[src/hw/rtl/gb3_pkg.sv]
// Shared types and constants of the 3x3 Gaussian blur.
package gb3_pkg;

  localparam int PIXEL_W = 8;
  localparam int COORD_W = 10;
  localparam int CFG_W = 11;
  localparam int CFG_INDEX_W = 2;
  localparam int SUM_W = 12;
  localparam int MIN_SIZE = 3;
  localparam int DEFAULT_MAX_WIDTH = 1024;
  localparam int DEFAULT_MAX_HEIGHT = 1024;
  localparam int OUT_DEPTH = 4;

  localparam logic [CFG_W-1:0] RESET_WIDTH = 11'd640;
  localparam logic [CFG_W-1:0] RESET_HEIGHT = 11'd480;

  typedef enum logic [CFG_INDEX_W-1:0] {
    REG_IMAGE_WIDTH  = 2'd0,
    REG_IMAGE_HEIGHT = 2'd1
  } cfg_reg_t;

  // Per-item control carried from the counter stage to the window stage.
  typedef struct packed {
    logic               has_result;
    logic [COORD_W-1:0] row;
    logic [COORD_W-1:0] column;
    logic               last;
  } tag_t;

  typedef struct packed {
    logic [PIXEL_W-1:0] blurred;
    logic [COORD_W-1:0] row;
    logic [COORD_W-1:0] column;
    logic               last;
  } result_t;

endpackage

[src/hw/rtl/gb3_out_fifo.sv]
// Small result queue between the window stage and the output channel.
module gb3_out_fifo #(
  parameter int DEPTH = gb3_pkg::OUT_DEPTH,
  parameter int CNT_W = $clog2(DEPTH + 1)
) (
  input  logic             clk,
  input  logic             rst,
  input  logic             push,
  input  gb3_pkg::result_t push_data,
  input  logic             pop,
  output logic             not_empty,
  output gb3_pkg::result_t head,
  output logic [CNT_W-1:0] count
);
  import gb3_pkg::*;

  localparam int PW = $clog2(DEPTH);

  result_t       mem [DEPTH];
  logic [PW-1:0] wr_ptr;
  logic [PW-1:0] rd_ptr;

  assign not_empty = (count != '0);
  assign head = mem[rd_ptr];

  always_ff @(posedge clk) begin
    if (push) begin
      mem[wr_ptr] <= push_data;
    end
  end

  always_ff @(posedge clk) begin
    if (rst) begin
      wr_ptr <= '0;
      rd_ptr <= '0;
      count <= '0;
    end else begin
      if (push) begin
        wr_ptr <= wr_ptr + 1'b1;
      end
      if (pop) begin
        rd_ptr <= rd_ptr + 1'b1;
      end
      if (push && !pop) begin
        count <= count + 1'b1;
      end else if (pop && !push) begin
        count <= count - 1'b1;
      end
    end
  end

endmodule

[config.mk]
export PLATFORM = sky130hd
export DESIGN_NAME = gb3_out_fifo
export DESIGN_NICKNAME = d
export VERILOG_FILES = /design/src/hw/rtl/gb3_pkg.sv /design/src/hw/rtl/gb3_out_fifo.sv
export SDC_FILE = /design/constraint.sdc
export NUM_CORES = 1
export LEC_CHECK = 0
export BUFFER_PORTS_ARGS = -buffer_cell sky130_fd_sc_hd__buf_2
export CORE_MARGIN = 3
export CORE_UTILIZATION = 50
export DETAILED_ROUTE_END_ITERATION = 10
export PLACE_DENSITY = 0.71
export SYNTH_ARGS = -nofsm -noshare
export SYNTH_HDL_FRONTEND = slang
export SYNTH_SLANG_ARGS = --single-unit
export TNS_END_PERCENT = 20
[constraint.sdc]
create_clock -name clk -period 2.05 [get_ports clk]
set_input_delay 0.3075 -clock clk [delete_from_list [all_inputs] [get_ports clk]]
set_output_delay 0.3075 -clock clk [all_outputs]
set_load 0.05 [all_outputs]
==> reports/metrics.cfg, run 1 <==
[sta]
hold_violations = 0
drv_slew = 0
max_slew_margin_pct = 77.29
fin_crit_sh_pct = 103.1
fin_tns_setup_ns = -1.386
max_freq_mhz = 473.1
whs_ns = 0.02234
setup_violations = 29
rsz0062_at_grt = yes
finClkSkew_ns = 0.004971
layout_min_cycle_time_ns = 2.114
worstMarginPinSlew_ns = 0.3407
setup_ws_ns = -0.06378

[cells_and_area]
antenna_cells = 0
syn_to_final_growth_pct = 35.35
layout_commonest_cell = edfxtp_1
fin_nets = 342
fin_cells = 424
utilization_pct = 70.60
final_cell_mix = 116 x edfxtp_1, 36 x buf_2, 29 x mux4_2, 29 x buf_6, 21 x dlygate4sd3_1
layout-drive-gt1-share_pct = 44.62
final_design_area_no_fill_um2 = 6247

[yosys]
syn_avg_cell_area_um2 = 23.79
postSynthRegisterBits = 125
synth_xor_area_share_pct = 0.9488
synthesis.area_um2 = 4616
yosys.area.top_type_share_pct = 75.47
synthAdderAreaFrac_pct = 1.789
synth_top_cells_by_area = edfxtp_1 75%, mux4_2 14%, dfxtp_1 3.9%, ha_1 1.4%, mux4_1 0.57%
ys_warn_count = 0
synth-compound-area-share_pct = 0.2169
synth_top_family_by_area = multiplexers
syn_inst = 194
yosys.area_share.simple_pct = 1.464
syn_nets = 233
synth_top_area_cell = edfxtp_1
synth_cell_types = 21
synth.area.mux_share_pct = 14.67
ys_seq_area_share_pct = 79.37

[clocking]
cts-root-buf = clkbuf_8
htreeDepth = 4
cts_buffers = 17
cts.sinks = 125
clkLatencyLatePin_ns = 0.51
path_clk_slew_ns = 0.06
cts_tree = yes
clock_path_buffers = 2

[power_and_ir_drop]
clkPwrFrac_pct = 43.7
power_frac_seq_pct = 41.2
p_leak_nw = 2.235
fin_total_pwr_mw = 7.225
p_switching_mw = 1.752
switching_share_pct = 24.24
cellPowerDensity_nw_per_um2 = 1157
combPwrFrac_pct = 15.1
ir_drop_v = 0.0008324
power.internal_mw = 5.474

[setup_path]
critical_path_class = reg2out
reg2reg_slack_ns = 0.56
slowest_delay_ns = 0.52
r2r-start = wr_ptr[0]$_SDFFE_PP0P_
endpoint_kind = primary output
worstPathArrival_ns = 1.81
crit_path_start_kind = flip-flop
reg2regPathDepth = 3
cp_slowest_cell = mux4_2
critPathRequiredTime_ns = 1.74
crit_end = head[20]
r2r_end = mem[1][20]$_DFFE_PP_
cp_max_fo = 5
cp_cell_sequence = clkbuf_16 > mux4_2 > buf_6

[global_routing]
antenna_found_initial = 0
grt_pass1_vias = 2449
track_usage_pct = 17.11
grt_max_degree = 24
grt_first_pass_wirelength_um = 12690
gr-total-overflow = 0

[route]
ant_nets = 0
routed_wl_um = 8066
drtPass1Iterations = 4
drt_iter0_drc = 109
wire_per_inst_um = 19.02
vias = 2247
drc = 0
avgViaCountPerCell = 5.300

[floorplanning]
die_width_um = 102.1
initial_utilization_pct = 52.16
die_h_um = 102.1
io_pins = 66
die_area_um2 = 10420
core_um2 = 8848
num_rows = 34

[outcome]
outcome = finished, violations left
violations = negative setup slack

[worst_hold_path]
min_path_cells = 1
min-delay-start = push_data[6]
min_path_type = in2reg

[placed_design]
dp_hpwl_um = 4923
numPortBuffers = 65
gp_congestion = 0.6736
placed_cells = 369
dpl_cell_area_um2 = 5157
place_ws_ns = 0.2805

[flow_run]
maxCapViolations = 0

-- registers in the layout, summed over array words and instances, names as in the netlist, named ones only --
name	cells
rd_ptr	2
mem	116
count	3
wr_ptr	2
-- layer usage --
metal	GRT usage, %	wire length (um)	vias to the layer above
met5	0	0	-
met3	6.689	408	9
li1	-	-	1017
met4	5.449	99	0
met2	27.74	4015	66
met1	21.47	3542	1155
-- power groups by stage --
stage	sequential, mW	clock [mW]	combinational (mW)
final	2.98	3.15	1.09
after global routing	2.99	3.35	1.15
after CTS	2.98	3.20	1.08
after detailed placement	3.03	0	0.918
after global placement	3.02	0	0.911
after floorplan	3.05	0	0.649
-- critical path: cells and delay by family, from the launching register on --
family                 cells  cell delay [ns]
buffers and inverters      2             0.35
DFF                        1             0.43
muxes                      1             0.52
-- how the worst min path moves through the flow --
stage	endpoint	slack, ns
after detailed placement	count[2]$_SDFFE_PP0P_	0.51
final	mem[0][6]$_DFFE_PP_	0.02
after global placement	count[2]$_SDFFE_PP0P_	0.48
after global routing	mem[1][3]$_DFFE_PP_	0.003
after floorplan	mem[0][0]$_DFFE_PP_	0.41
after CTS	mem[0][10]$_DFFE_PP_	0.0003
-- cells in the mapped netlist, drive strengths merged --
library cell	count
o21ai	1
clkbuf	2
buf	5
xnor2	2
and2	4
nand2	1
fa	1
or3	2
inv	4
edfxtp	116
nor2	7
mux4	29
mux2i	2
xor2	3
a21oi	1
ha	5
dfxtp	9
-- cell type report --
class / count / area (um2)
Fill cell: 551 / 2601
Clock inverter: 14 / 216.5
Tap cell: 108 / 135.1
Multi-Input combinational cell: 58 / 882.1
Clock buffer: 18 / 417.9
Sequential cell: 125 / 3669
Inverter: 4 / 15.01
Timing Repair Buffer: 97 / 912.1
-- cell families (layout without fill, tap and decap cells) --
family,Yosys count,in the layout
flip-flops,125,125
multiplexers,31,31
AND/OR/NAND/NOR,14,14
buffers and inverters,11,133
adder cells (fa/ha/maj),6,6
XOR/XNOR,5,5
AO/OA/AOI/OAI,2,2
-- what timing repair did --
action / in CTS / in global routing
endpoints found under the hold margin: 77 / 0
buffers inserted: 0 / 0
gates cloned: 1 / 1
resized for setup: 58 / 6
endpoints found under the setup margin: 29 / 29
hold buffers: 21 / 0
Note: power is estimated with default switching activity, not from simulation.
==> run 2, diff against run 1 <==
PLACE_DENSITY = not set   (was 0.71)
PLACE_DENSITY_LB_ADDON = 0.3   (was not set)
==> reports/metrics.cfg, run 2 (same netlist as run 1, synthesis figures left out) <==
[outcome]
outcome = finished, violations left
violations = negative setup slack

[global_routing]
gr-total-overflow = 0  ; unchanged
grt_pass1_vias = 2437  ; -0.49%
gr-usage-met1_pct = 22.03  ; +0.55 points
grt_first_pass_wirelength_um = 12990  ; +2.4%
grt_max_degree = 30  ; +25%
met3_usage_pct = 6.485  ; -0.20 points
grt_use_met2_pct = 28.89  ; +1.1 points
antenna_found_initial = 0  ; unchanged
grt-busiest-layer = met2
track_usage_pct = 17.67  ; +0.56 points

[placed_design]
gp_congestion = 0.6659  ; -1.1%
placed_cells = 372  ; +0.81%
dp_hpwl_um = 4862  ; -1.2%
numPortBuffers = 65  ; unchanged
place_ws_ns = 0.2552  ; -0.02527 ns

[setup_path]
r2r-start = wr_ptr[0]$_SDFFE_PP0P_
cp_cell_sequence = buf_12 > mux4_2 > buf_6
cp_slowest_cell = mux4_2
critPathBufInv = 2  ; unchanged
crit_path_start_kind = flip-flop
endpoint_kind = primary output
critPathRequiredTime_ns = 1.74  ; about the same
r2r_end = mem[2][28]$_DFFE_PP_
critPathTopFamily = multiplexers
reg2regPathDepth = 4  ; +1
slowest_delay_ns = 0.54  ; +0.02 ns
reg2reg_slack_ns = 0.53  ; -0.03 ns
cp_max_fo = 11  ; +6
critical_path_class = reg2out
worstPathArrival_ns = 1.81  ; about the same

[worst_hold_path]
min_path_type = in2reg
min_to = mem[2][14]$_DFFE_PP_
min_path_cells = 1  ; unchanged
min-delay-start = push_data[14]

[sta]
fin_crit_sh_pct = 103.1  ; about the same
whs_ns = 0.01873  ; -0.003605 ns
finClkSkew_ns = 0.01068  ; +0.005710 ns
hold_violations = 0  ; unchanged
max_slew_margin_pct = 72.41  ; -4.9 points
drv_slew = 0  ; unchanged
setup_ws_ns = -0.06357  ; +0.0002108 ns
setup_violations = 28  ; -3.4%
max_freq_mhz = 473.1  ; about the same
layout_min_cycle_time_ns = 2.114  ; -0.0002108 ns
rsz0062_at_grt = yes
worstMarginPinSlew_ns = 0.4139  ; +0.07319 ns

[power_and_ir_drop]
power.internal_mw = 5.105  ; -6.7%
clkPwrFrac_pct = 40.6  ; -3.1 points
combPwrFrac_pct = 15.7  ; +0.6 points
switching_share_pct = 24.99  ; +0.74 points
fin_total_pwr_mw = 6.806  ; -5.8%
p_leak_nw = 2.186  ; -2.2%
cellPowerDensity_nw_per_um2 = 1119  ; -3.3%
ir_drop_v = 0.0007149  ; -14%
power_frac_seq_pct = 43.7  ; +2.5 points
p_switching_mw = 1.700  ; -2.9%

[route]
drc = 0  ; unchanged
routed_wl_um = 8247  ; +2.2%
drt_iter0_drc = 98  ; -10%
vias = 2217  ; -1.3%
avgViaCountPerCell = 5.241  ; -1.1%
drtPass1Iterations = 4  ; unchanged
ant_nets = 0  ; unchanged
wire_per_inst_um = 19.50  ; +2.5%

[floorplanning]
core_um2 = 8848  ; unchanged
io_pins = 66  ; unchanged
num_rows = 34  ; unchanged
die_width_um = 102.1  ; unchanged
die_area_um2 = 10420  ; unchanged
die_h_um = 102.1  ; unchanged
initial_utilization_pct = 52.16  ; unchanged

[clocking]
path_clk_slew_ns = 0.06  ; about the same
cts_tree = yes
clock_path_buffers = 2  ; unchanged
cts_buffers = 17  ; unchanged
htreeDepth = 4  ; unchanged
clkLatencyLatePin_ns = 0.51  ; about the same
cts.sinks = 125  ; unchanged
cts-root-buf = clkbuf_8

[cells_and_area]
largest_reg_flops = 116  ; unchanged
syn_to_final_growth_pct = 31.80
final_cell_mix = 116 x edfxtp_1, 36 x buf_2, 29 x mux4_2
fin_cells = 423  ; -0.24%
layout_commonest_cell = edfxtp_1
largest_register = mem
fin_nets = 341  ; -0.29%
antenna_cells = 0  ; unchanged
utilization_pct = 68.75  ; -1.9 points
layout-drive-gt1-share_pct = 44.13  ; -0.49 points
reg.largest.list = mem x116, count x3

[flow_run]
maxCapViolations = 0  ; unchanged

-- run 2: cell count changes in the layout (fill, tap and decap cells not counted), sizes merged --
cell | before | now
clkinv | 7 | 5
inv | 6 | 7
bufinv | 5 | 0
dlygate4sd3 | 21 | 17
buf | 75 | 79
clkbuf | 19 | 24
-- run 2: worst max path at each step --
| stage | from | depth (start not counted) | to | slack, ns |
|---|---|---|---|---|
| 3_5_place_dp | push | 7 | count[2]$_SDFFE_PP0P_ | 0.26 |
| 2_1_floorplan | wr_ptr[0]$_SDFFE_PP0P_ | 3 | mem[2][0]$_DFFE_PP_ | 0.40 |
| 6_report | flip-flop | 3 | head[12] | -0.06 |
| 5_1_grt | flip-flop | 3 | head[12] | -0.12 |
| 3_3_place_gp | flip-flop | 3 | head[24] | 0.28 |
| 4_1_cts | flip-flop | 3 | head[6] | -0.11 |
-- run 2: power groups by stage --
stage	Combinational (mW)	Clock, mW	Sequential, mW
floorplan	0.649	0	3.05
global placement	0.905	0	3.02
detailed placement	0.917	0	3.03
CTS	1.08	2.81	2.98
global route	1.13	2.93	2.99
finish	1.07	2.76	2.98
-- run 2: repair_timing --
item | 4_1_cts | 5_1_grt
gates resized for setup | 56 | 0
setup endpoints to repair | 29 | 29
setup buffers | 2 | 0
hold endpoints to repair | 65 | 0
pin swaps | 0 | 0
hold buffers | 17 | 0
-- run 2: layout make-up --
cell class / count / area, um2
Inverter: 4 / 15.01
Tap cell: 108 / 135.1
Fill cell: 549 / 2765
Multi-Input combinational cell: 58 / 877.1
Sequential cell: 125 / 3667
Timing Repair Buffer: 96 / 817.0
Clock buffer: 24 / 524.3
Clock inverter: 8 / 47.55
-- run 2: stage by stage --
step | setup TNS (ns) | cell area [um2]
after floorplan | 0 | 4616
after global placement | 0 | 5161
after detailed placement | 0 | 5161
after CTS | -2.248 | 6083
after global routing | -2.723 | 6083
final | -1.041 | 6083
-- run 2: worst register-to-register path: cells and delay by family (launching register included) --
family	cells	cell delay, ns
adders and majority gates	1	0.13
buffers and inverters	2	0.35
DFF	1	0.35
and+or+nand+nor	1	0.38
-- run 2: routing by layer --
layer | share of wire [%] | vias up
li1 | - | 1023
met1 | 40 | 1130
met2 | 54 | 60
met3 | 4.8 | 4
met4 | 0.57 | 0
met5 | 0 | -
