<file path="src/hw/rtl/gb3_pkg.sv">
// Shared types and constants of the 3x3 Gaussian blur.
package gb3_pkg;

  localparam int PIXEL_W = 8;
  localparam int COORD_W = 10;
  localparam int CFG_W = 11;
  localparam int CFG_INDEX_W = 2;
  localparam int SUM_W = 12;
  localparam int MIN_SIZE = 3;
  localparam int DEFAULT_MAX_WIDTH = 1024;
  localparam int DEFAULT_MAX_HEIGHT = 1024;
  localparam int OUT_DEPTH = 4;

  localparam logic [CFG_W-1:0] RESET_WIDTH = 11'd640;
  localparam logic [CFG_W-1:0] RESET_HEIGHT = 11'd480;

  typedef enum logic [CFG_INDEX_W-1:0] {
    REG_IMAGE_WIDTH  = 2'd0,
    REG_IMAGE_HEIGHT = 2'd1
  } cfg_reg_t;

  // Per-item control carried from the counter stage to the window stage.
  typedef struct packed {
    logic               has_result;
    logic [COORD_W-1:0] row;
    logic [COORD_W-1:0] column;
    logic               last;
  } tag_t;

  typedef struct packed {
    logic [PIXEL_W-1:0] blurred;
    logic [COORD_W-1:0] row;
    logic [COORD_W-1:0] column;
    logic               last;
  } result_t;

endpackage

</file>
<file path="src/hw/rtl/gb3_window.sv">
// Six-pixel window and the 1-2-1 by 1-2-1 weighted sum.
module gb3_window (
  input  logic                        clk,
  input  logic                        rst,
  input  logic                        step,
  input  logic [gb3_pkg::PIXEL_W-1:0] top,
  input  logic [gb3_pkg::PIXEL_W-1:0] mid,
  input  logic [gb3_pkg::PIXEL_W-1:0] bot,
  input  gb3_pkg::tag_t               tag,
  output logic                        push,
  output gb3_pkg::result_t            result
);
  import gb3_pkg::*;

  // Entries 0..2 hold column c-2 (top, middle, bottom), entries 3..5 column c-1.
  logic [PIXEL_W-1:0] win [6];
  logic [SUM_W-1:0]   sum;

  always_comb begin
    sum = SUM_W'(win[0]) + (SUM_W'(win[3]) << 1) + SUM_W'(top)
        + (SUM_W'(win[1]) << 1) + (SUM_W'(win[4]) << 2) + (SUM_W'(mid) << 1)
        + SUM_W'(win[2]) + (SUM_W'(win[5]) << 1) + SUM_W'(bot);
  end

  assign push = step && tag.has_result;
  assign result.blurred = sum[SUM_W-1:SUM_W-PIXEL_W];
  assign result.row = tag.row;
  assign result.column = tag.column;
  assign result.last = tag.last;

  always_ff @(posedge clk) begin
    if (rst) begin
      for (int i = 0; i < 6; i++) begin
        win[i] <= '0;
      end
    end else if (step) begin
      win[0] <= win[3];
      win[1] <= win[4];
      win[2] <= win[5];
      win[3] <= top;
      win[4] <= mid;
      win[5] <= bot;
    end
  end

endmodule

</file>
<file path="config.mk">
export PLATFORM = sky130hd
export DESIGN_NAME = gb3_window
export DESIGN_NICKNAME = d
export VERILOG_FILES = /design/src/hw/rtl/gb3_pkg.sv /design/src/hw/rtl/gb3_window.sv
export SDC_FILE = /design/constraint.sdc
export NUM_CORES = 1
export LEC_CHECK = 0
export BUFFER_PORTS_ARGS = -buffer_cell sky130_fd_sc_hd__buf_2
export CORE_MARGIN = 2
export CORE_UTILIZATION = 35
export CTS_BUF_LIST = sky130_fd_sc_hd__clkbuf_16
export CTS_CLUSTER_DIAMETER = 150
export DETAILED_ROUTE_END_ITERATION = 10
export GPL_TIMING_DRIVEN = 0
export SLEW_MARGIN = 40
export SYNTH_ARGS = -nofsm -noshare
export SYNTH_HDL_FRONTEND = slang
export SYNTH_SLANG_ARGS = --single-unit
</file>
<file path="constraint.sdc">
create_clock -name clk -period 6.4 [get_ports clk]
set_input_delay 0.96 -clock clk [delete_from_list [all_inputs] [get_ports clk]]
set_output_delay 0.96 -clock clk [all_outputs]
set_load 0.02 [all_outputs]
</file>
==> metrics.log, run 1 <==
INFO  metric synth.yosys.seq_area_share = 37.9%
INFO  metric synth_enable_flop_cells = 48
INFO  metric grtUsageMet1 = 15.5%
INFO  metric layout.area.seq = 1440 um2
INFO  metric fin_crit_sh = 93.0%
INFO  metric gr-max-usage-layer = met2
INFO  metric area_growth = 15.7%
INFO  metric floorplan.rows = 38
INFO  metric drt-vias-per-instance = 4.25
INFO  metric share_clk_of_total_power = 11.4%
INFO  metric multi_input_area = 1830 um2
INFO  metric cts_tree = yes
INFO  metric path_max_fanout = 3
INFO  metric antenna_violating_nets_post_route = 0
INFO  metric drive_gt1_share = 22.0%
INFO  metric layout.nets = 508
INFO  metric total_overflow_reported_by_the_global_router = 0
INFO  metric fin_tns_setup = 0 ns
INFO  metric drt_pre_antenna_iters = 4
INFO  metric largestRegisters = win: 48 flops
INFO  metric cts_htree_levels = 2
INFO  metric via_count_of_the_first_global_routing_pass = 2,417
INFO  metric cts_hold_repair.buffers = 0
INFO  metric ctsLongestPathBuffers = 2
INFO  metric internal_power = 1120 uW
INFO  metric root_buffer = clkbuf_16
INFO  metric slew_viol_final = 0
INFO  metric pin_count = 79
INFO  metric worstSetupEndpointType = output port
INFO  metric worst_setup_hold_path_clk_slew = 0.06 ns
INFO  metric globalRouteMet2Util = 22.9%
INFO  metric postSynthAreaPerCell = 11.5 um2
INFO  metric tritoncts.num_buffers = 5
INFO  metric period_minus_slack = 5.95 ns
INFO  metric rsz0062_at_grt = no
INFO  metric placement.setup.worst_slack = 0.410 ns
INFO  metric n_antenna_cell = 0
INFO  metric finalClockSkew = 0.00431 ns
INFO  metric cts_repair_resize_count = 0
INFO  metric worst_ir_drop_vdd = 0.000311 V
INFO  metric initial_core_util = 35.4%
INFO  metric synth.yosys.warnings = 0
INFO  metric grt_first_pass_wirelength = 11.2 mm
INFO  metric report.final.hold_viol_count = 0
INFO  metric design.core.area = 10,700 um2
INFO  metric final.fill_count = 1,058
INFO  metric drt_iter0_drc = 53
INFO  metric p_sw_share = 48.4%
INFO  metric leakage_power_figure = 0.00217 uW
INFO  metric num_vias = 2,274
INFO  metric worstPathRequired = 5.44 ns
INFO  metric synth_cell_types = 31
INFO  metric syn_nets = 444
INFO  metric dpl.hpwl = 5.31 mm
INFO  metric dominantRegCellSynth = edfxtp_1
INFO  metric finish.instance_area = 4410 um2
INFO  metric slew-limit-headroom = 54.1%
INFO  metric finalSetupViolCount = 0
INFO  metric pwr-share-comb = 70.9%
INFO  metric status = finished, final reports clean
INFO  metric drt_drc_violations_left = 0
INFO  metric routed_wl_per_cell = 12.3 um
INFO  metric chipWidth = 108 um
INFO  metric max_cap_viol_count = 0
INFO  metric min-delay-path-class = flip-flop to flip-flop
INFO  metric power.switching = 1050 uW
INFO  metric design.die.area = 11,700 um2
INFO  metric vertical_die_dimension = 108 um
INFO  metric port-buffer-count = 57
INFO  metric worst_max_slew_pin_slew = 0.688 ns
INFO  metric grt_util_met3 = 2.41%
INFO  metric timing_worst_setup_path_type = primary input to output port
INFO  metric grt_use_total = 12.5%
INFO  metric synth.top_cell.area_share = 37.9%
INFO  metric post_cts_buffers = 0
INFO  metric pwr-share-seq = 17.7%
INFO  metric syn_area = 3810 um2
INFO  metric clkSinkCount = 48
INFO  metric clk-insertion-delay-late = 0.29 ns
INFO  metric syn_inst = 330
INFO  metric place.gp.congestion = 0.746
INFO  metric worst_ep_arrival_time = 4.99 ns
INFO  metric placement.cell_area = 4270 um2
INFO  metric largest_register_ff_count = 48
INFO  metric synth_async_reset_ratio = 0%
INFO  metric pwr_density_cell = 491 nW/um2
INFO  metric post-synth-top-area-cell = edfxtp_1
INFO  metric grt_start_max_net_pins = 49
INFO  metric postSynthRegisterBits = 48
INFO  metric crit_path_start_kind = primary input
INFO  metric fmax = 0.168 GHz
INFO  metric final_critical_path_setup_slack = 0.450 ns
INFO  metric drt_wl_total = 6.58 mm
INFO  metric antenna_found_initial = 0
INFO  metric registers.top_by_ff_count = win
INFO  metric synth_top_cells_by_area = edfxtp_1 (38%), fa_1 (27%), inv_1 (9.6%), and2_1 (8.2%), ha_1 (4.3%)
-- power groups by stage --
stage	Clock, uW	Sequential [uW]	Combinational, uW
after CTS	252	384	1560
after global routing	268	387	1730
after detailed placement	0	391	1550
after floorplan	0	387	1150
after global placement	0	390	1510
final	247	384	1530
-- logic make-up after synthesis --
logic type	Yosys count	synth area share [%]
buffers and inverters	123	14.2
flip-flops	48	37.9
AO/OA/AOI/OAI	14	2.66
multiplexers	1	0.263
XOR/XNOR	4	0.920
AND/OR/NAND/NOR	75	12.5
adder cells (fa/ha/maj)	65	31.6
-- worst max-delay path, cell delays in order --
cell	delay (ns)
buf_2	0.08
inv_1	0.05
fa_1	0.53
inv_1	0.06
fa_1	0.50
fa_1	0.56
inv_1	0.06
fa_1	0.53
inv_1	0.07
fa_1	0.45
a21o_1	0.22
a221oi_4	0.31
nor3_1	0.08
or3_1	0.37
buf_2	0.17
-- path summary, 6_finish.rpt --
kind             start         end  slack, ns  cells past startpoint
min          win[5][2]   win[2][2]       0.55                      1
min reg2reg  win[5][2]   win[2][2]       0.55                      1
max reg2reg  win[5][1]   win[2][1]       5.52                      1
max             top[4]  result[28]       0.45                     15
-- cells in the final DEF, fill, tap and decap left out, types with 3 or more instances in the layout --
master,n
buf_2,57
fa_1,52
and2_1,50
buf_4,21
nand4b_1,3
clkbuf_16,5
clkbuf_1,5
a21oi_1,7
nor3_1,4
ha_1,13
xnor2_1,3
inv_1,99
edfxtp_1,48
-- Yosys cell counts (3+ instances only) --
library cell	instances
fa_1	52
xnor2_1	3
nand4b_1	3
clkbuf_1	5
edfxtp_1	48
a21oi_1	7
nor3_1	4
ha_1	13
inv_1	97
and2_1	50
buf_4	21
-- layout make-up --
class,count,area share [%]
plain buffers,26,4.00
clock buffers,5,2.84
clock inverters,3,0.256
inverters,97,8.26
multi-input cells,159,41.5
flip-flops and latches,48,32.7
well taps,140,3.98
repair buffers,57,6.47
-- layer usage --
metal	share of wire, %	up-vias
li1	-	1103
met1	43	1125
met2	53	39
met3	3.4	7
met4	0.85	0
met5	0	-
-- metrics by stage --
step / cells / hold slack, ns / utilization [%] / power, uW
floorplan: 330 / 0.525 / - / 1540
global placement: 527 / 0.536 / 39.7 / 1910
detailed placement: 527 / 0.538 / 39.7 / 1940
CTS: 535 / 0.553 / 41.0 / 2200
global route: 535 / 0.583 / 41.0 / 2380
finish: 535 / 0.551 / 41.0 / 2170
Power figures use the tool's default switching activity.
==> inputs of run 2 (changes only) <==
CORE_MARGIN = 5   (was 2)
==> metrics.log, run 2 (synthesis results as in run 1) <==
INFO  metric tritoncts.num_buffers = 5
INFO  metric placement.setup.worst_slack = 0.415 ns
INFO  metric cts_htree_levels = 2
INFO  metric layout.nets = 508
INFO  metric design.die.area = 13,100 um2
INFO  metric timing.critical_path.buf_inv = 6
INFO  metric worst_path_dominant_cell_family = adder cells
INFO  metric vertical_die_dimension = 114 um
INFO  metric worstSetupEndpoint = result[28]
INFO  metric pin_count = 79
INFO  metric worst_setup_hold_path_clk_slew = 0.06 ns
INFO  metric layout_common_cells = inv_1 (99), buf_2 (57), fa_1 (52), and2_1 (50), edfxtp_1 (48)
INFO  metric dpl.hpwl = 5.49 mm
INFO  metric clk-insertion-delay-late = 0.28 ns
INFO  metric timing_worst_setup_path_type = primary input to output port
INFO  metric timing.reg2reg.worst_path_depth = 1
INFO  metric crit_chain = buf_2 > inv_1 > fa_1 > inv_1 > fa_1 > fa_1 > inv_1 > fa_1 > inv_1 > fa_1 > a21o_1 > a221oi_4 > nor3_1 > or3_1 > buf_2
INFO  metric post_cts_buffers = 0
INFO  metric drt_wl_total = 6.80 mm
INFO  metric largest_register_ff_count = 48
INFO  metric critPathMostFrequentCell = fa_1
INFO  metric place.gp.congestion = 0.750
INFO  metric cp_slowest_stage_delay = 0.55 ns
INFO  metric cp.depth = 15
INFO  metric via_count_of_the_first_global_routing_pass = 2,531
INFO  metric top_layer = met4
INFO  metric grt_start_max_net_pins = 49
INFO  metric registers.top_by_ff_count = win
INFO  metric crit_path_start_kind = primary input
INFO  metric antenna_violating_nets_post_route = 0
INFO  metric cts_repair_resize_count = 0
INFO  metric routed_wl_per_cell = 12.7 um
INFO  metric drt-vias-per-instance = 4.19
INFO  metric design.core.area = 10,700 um2
INFO  metric finalHoldWorstSlack = 0.555 ns
INFO  metric leakage_power_figure = 0.00217 uW
INFO  metric worstPathRequired = 5.44 ns
INFO  metric finalSetupViolCount = 0
INFO  metric final.fill_count = 1,070
INFO  metric root_buffer = clkbuf_16
INFO  metric worst_max_slew_pin_slew = 0.683 ns
INFO  metric num_vias = 2,239
INFO  metric worst_r2r_endpoint = win[2][1]
INFO  metric crit_path_start = top[4]
INFO  metric worstSetupEndpointType = output port
INFO  metric fin_tns_setup = 0 ns
INFO  metric ctsLongestPathBuffers = 2
INFO  metric cts_tree = yes
INFO  metric drive_gt1_share = 22.0%
INFO  metric drt_iter0_drc = 53
INFO  metric grt_use_total = 11.6%
INFO  metric initial_core_util = 35.4%
INFO  metric finalClockSkew = 0.00367 ns
INFO  metric slew_viol_final = 0
INFO  metric floorplan.rows = 38
INFO  metric n_antenna_cell = 0
INFO  metric final_common_cell = inv_1
INFO  metric timing.reg2reg.setup_slack = 5.55 ns
INFO  metric chipWidth = 114 um
INFO  metric worst_ep_arrival_time = 4.98 ns
INFO  metric met2WireLength = 3.63 mm
INFO  metric fin_crit_sh = 92.7%
INFO  metric fmax = 0.168 GHz
INFO  metric rsz0062_at_grt = no
INFO  metric final_critical_path_setup_slack = 0.465 ns
INFO  metric status = finished, final reports clean
INFO  metric path_max_fanout = 3
INFO  metric antenna_found_initial = 0
INFO  metric grt_first_pass_wirelength = 11.8 mm
INFO  metric max_cap_viol_count = 0
INFO  metric routedLengthMet1 = 2.83 mm
INFO  metric period_minus_slack = 5.94 ns
INFO  metric rr_startpoint = win[5][1]
INFO  metric cts_hold_repair.buffers = 0
INFO  metric report.final.hold_viol_count = 0
INFO  metric pwr_density_cell = 487 nW/um2
INFO  metric met3_wire_len = 277 um
INFO  metric slew-limit-headroom = 54.5%
INFO  metric area_growth = 15.7%
INFO  metric drt_pre_antenna_iters = 4
INFO  metric total_overflow_reported_by_the_global_router = 0
INFO  metric min-delay-path-class = flip-flop to flip-flop
INFO  metric worst_ir_drop_vdd = 0.000504 V
INFO  metric drt_drc_violations_left = 0
INFO  metric port-buffer-count = 57
INFO  metric largestRegisters = win: 48 flops
INFO  metric cp_slowest_cell = fa_1
INFO  metric clkSinkCount = 48
-- run 2: layout make-up --
type / count / area, um2 / area share [%]
plain buffers: 26 / 176 / 4.00
clock inverters: 3 / 11.3 / 0.256
flip-flops and latches: 48 / 1440 / 32.7
repair buffers: 57 / 285 / 6.47
multi-input cells: 159 / 1830 / 41.5
well taps: 140 / 175 / 3.98
clock buffers: 5 / 125 / 2.84
inverters: 97 / 364 / 8.26
-- run 2: worst min path at each step --
stage / startpoint / end / slack [ns] / cells past startpoint
CTS: win[5][7] / win[2][7] / 0.56 / 1
global route: win[5][7] / win[2][7] / 0.58 / 1
floorplan: win[5][0] / win[2][0] / 0.52 / 1
detailed placement: win[5][7] / win[2][7] / 0.54 / 1
global placement: win[5][7] / win[2][7] / 0.54 / 1
finish: win[5][7] / win[2][7] / 0.55 / 1
-- run 2: power by group --
group	switching, uW	internal, uW	total (uW)
Clock	108	141	249
Sequential	12.4	372	384
Combinational	914	600	1510
Total	1030	1110	2150
-- run 2: per-stage QoR --
stage	instance area [um2]	power [uW]	std cells	utilization [%]
2_1_floorplan	3810	1540	330	-
5_1_grt	4410	2370	535	41.0
3_3_place_gp	4270	1910	527	39.7
4_1_cts	4410	2190	535	41.0
3_5_place_dp	4270	1940	527	39.7
6_report	4410	2150	535	41.0
-- run 2: per-layer routing --
metal	global-route usage, %	up-vias
met2	20.8	41
met1	14.2	1089
met4	2.85	0
met3	2.43	8
met5	0	-
li1	-	1101
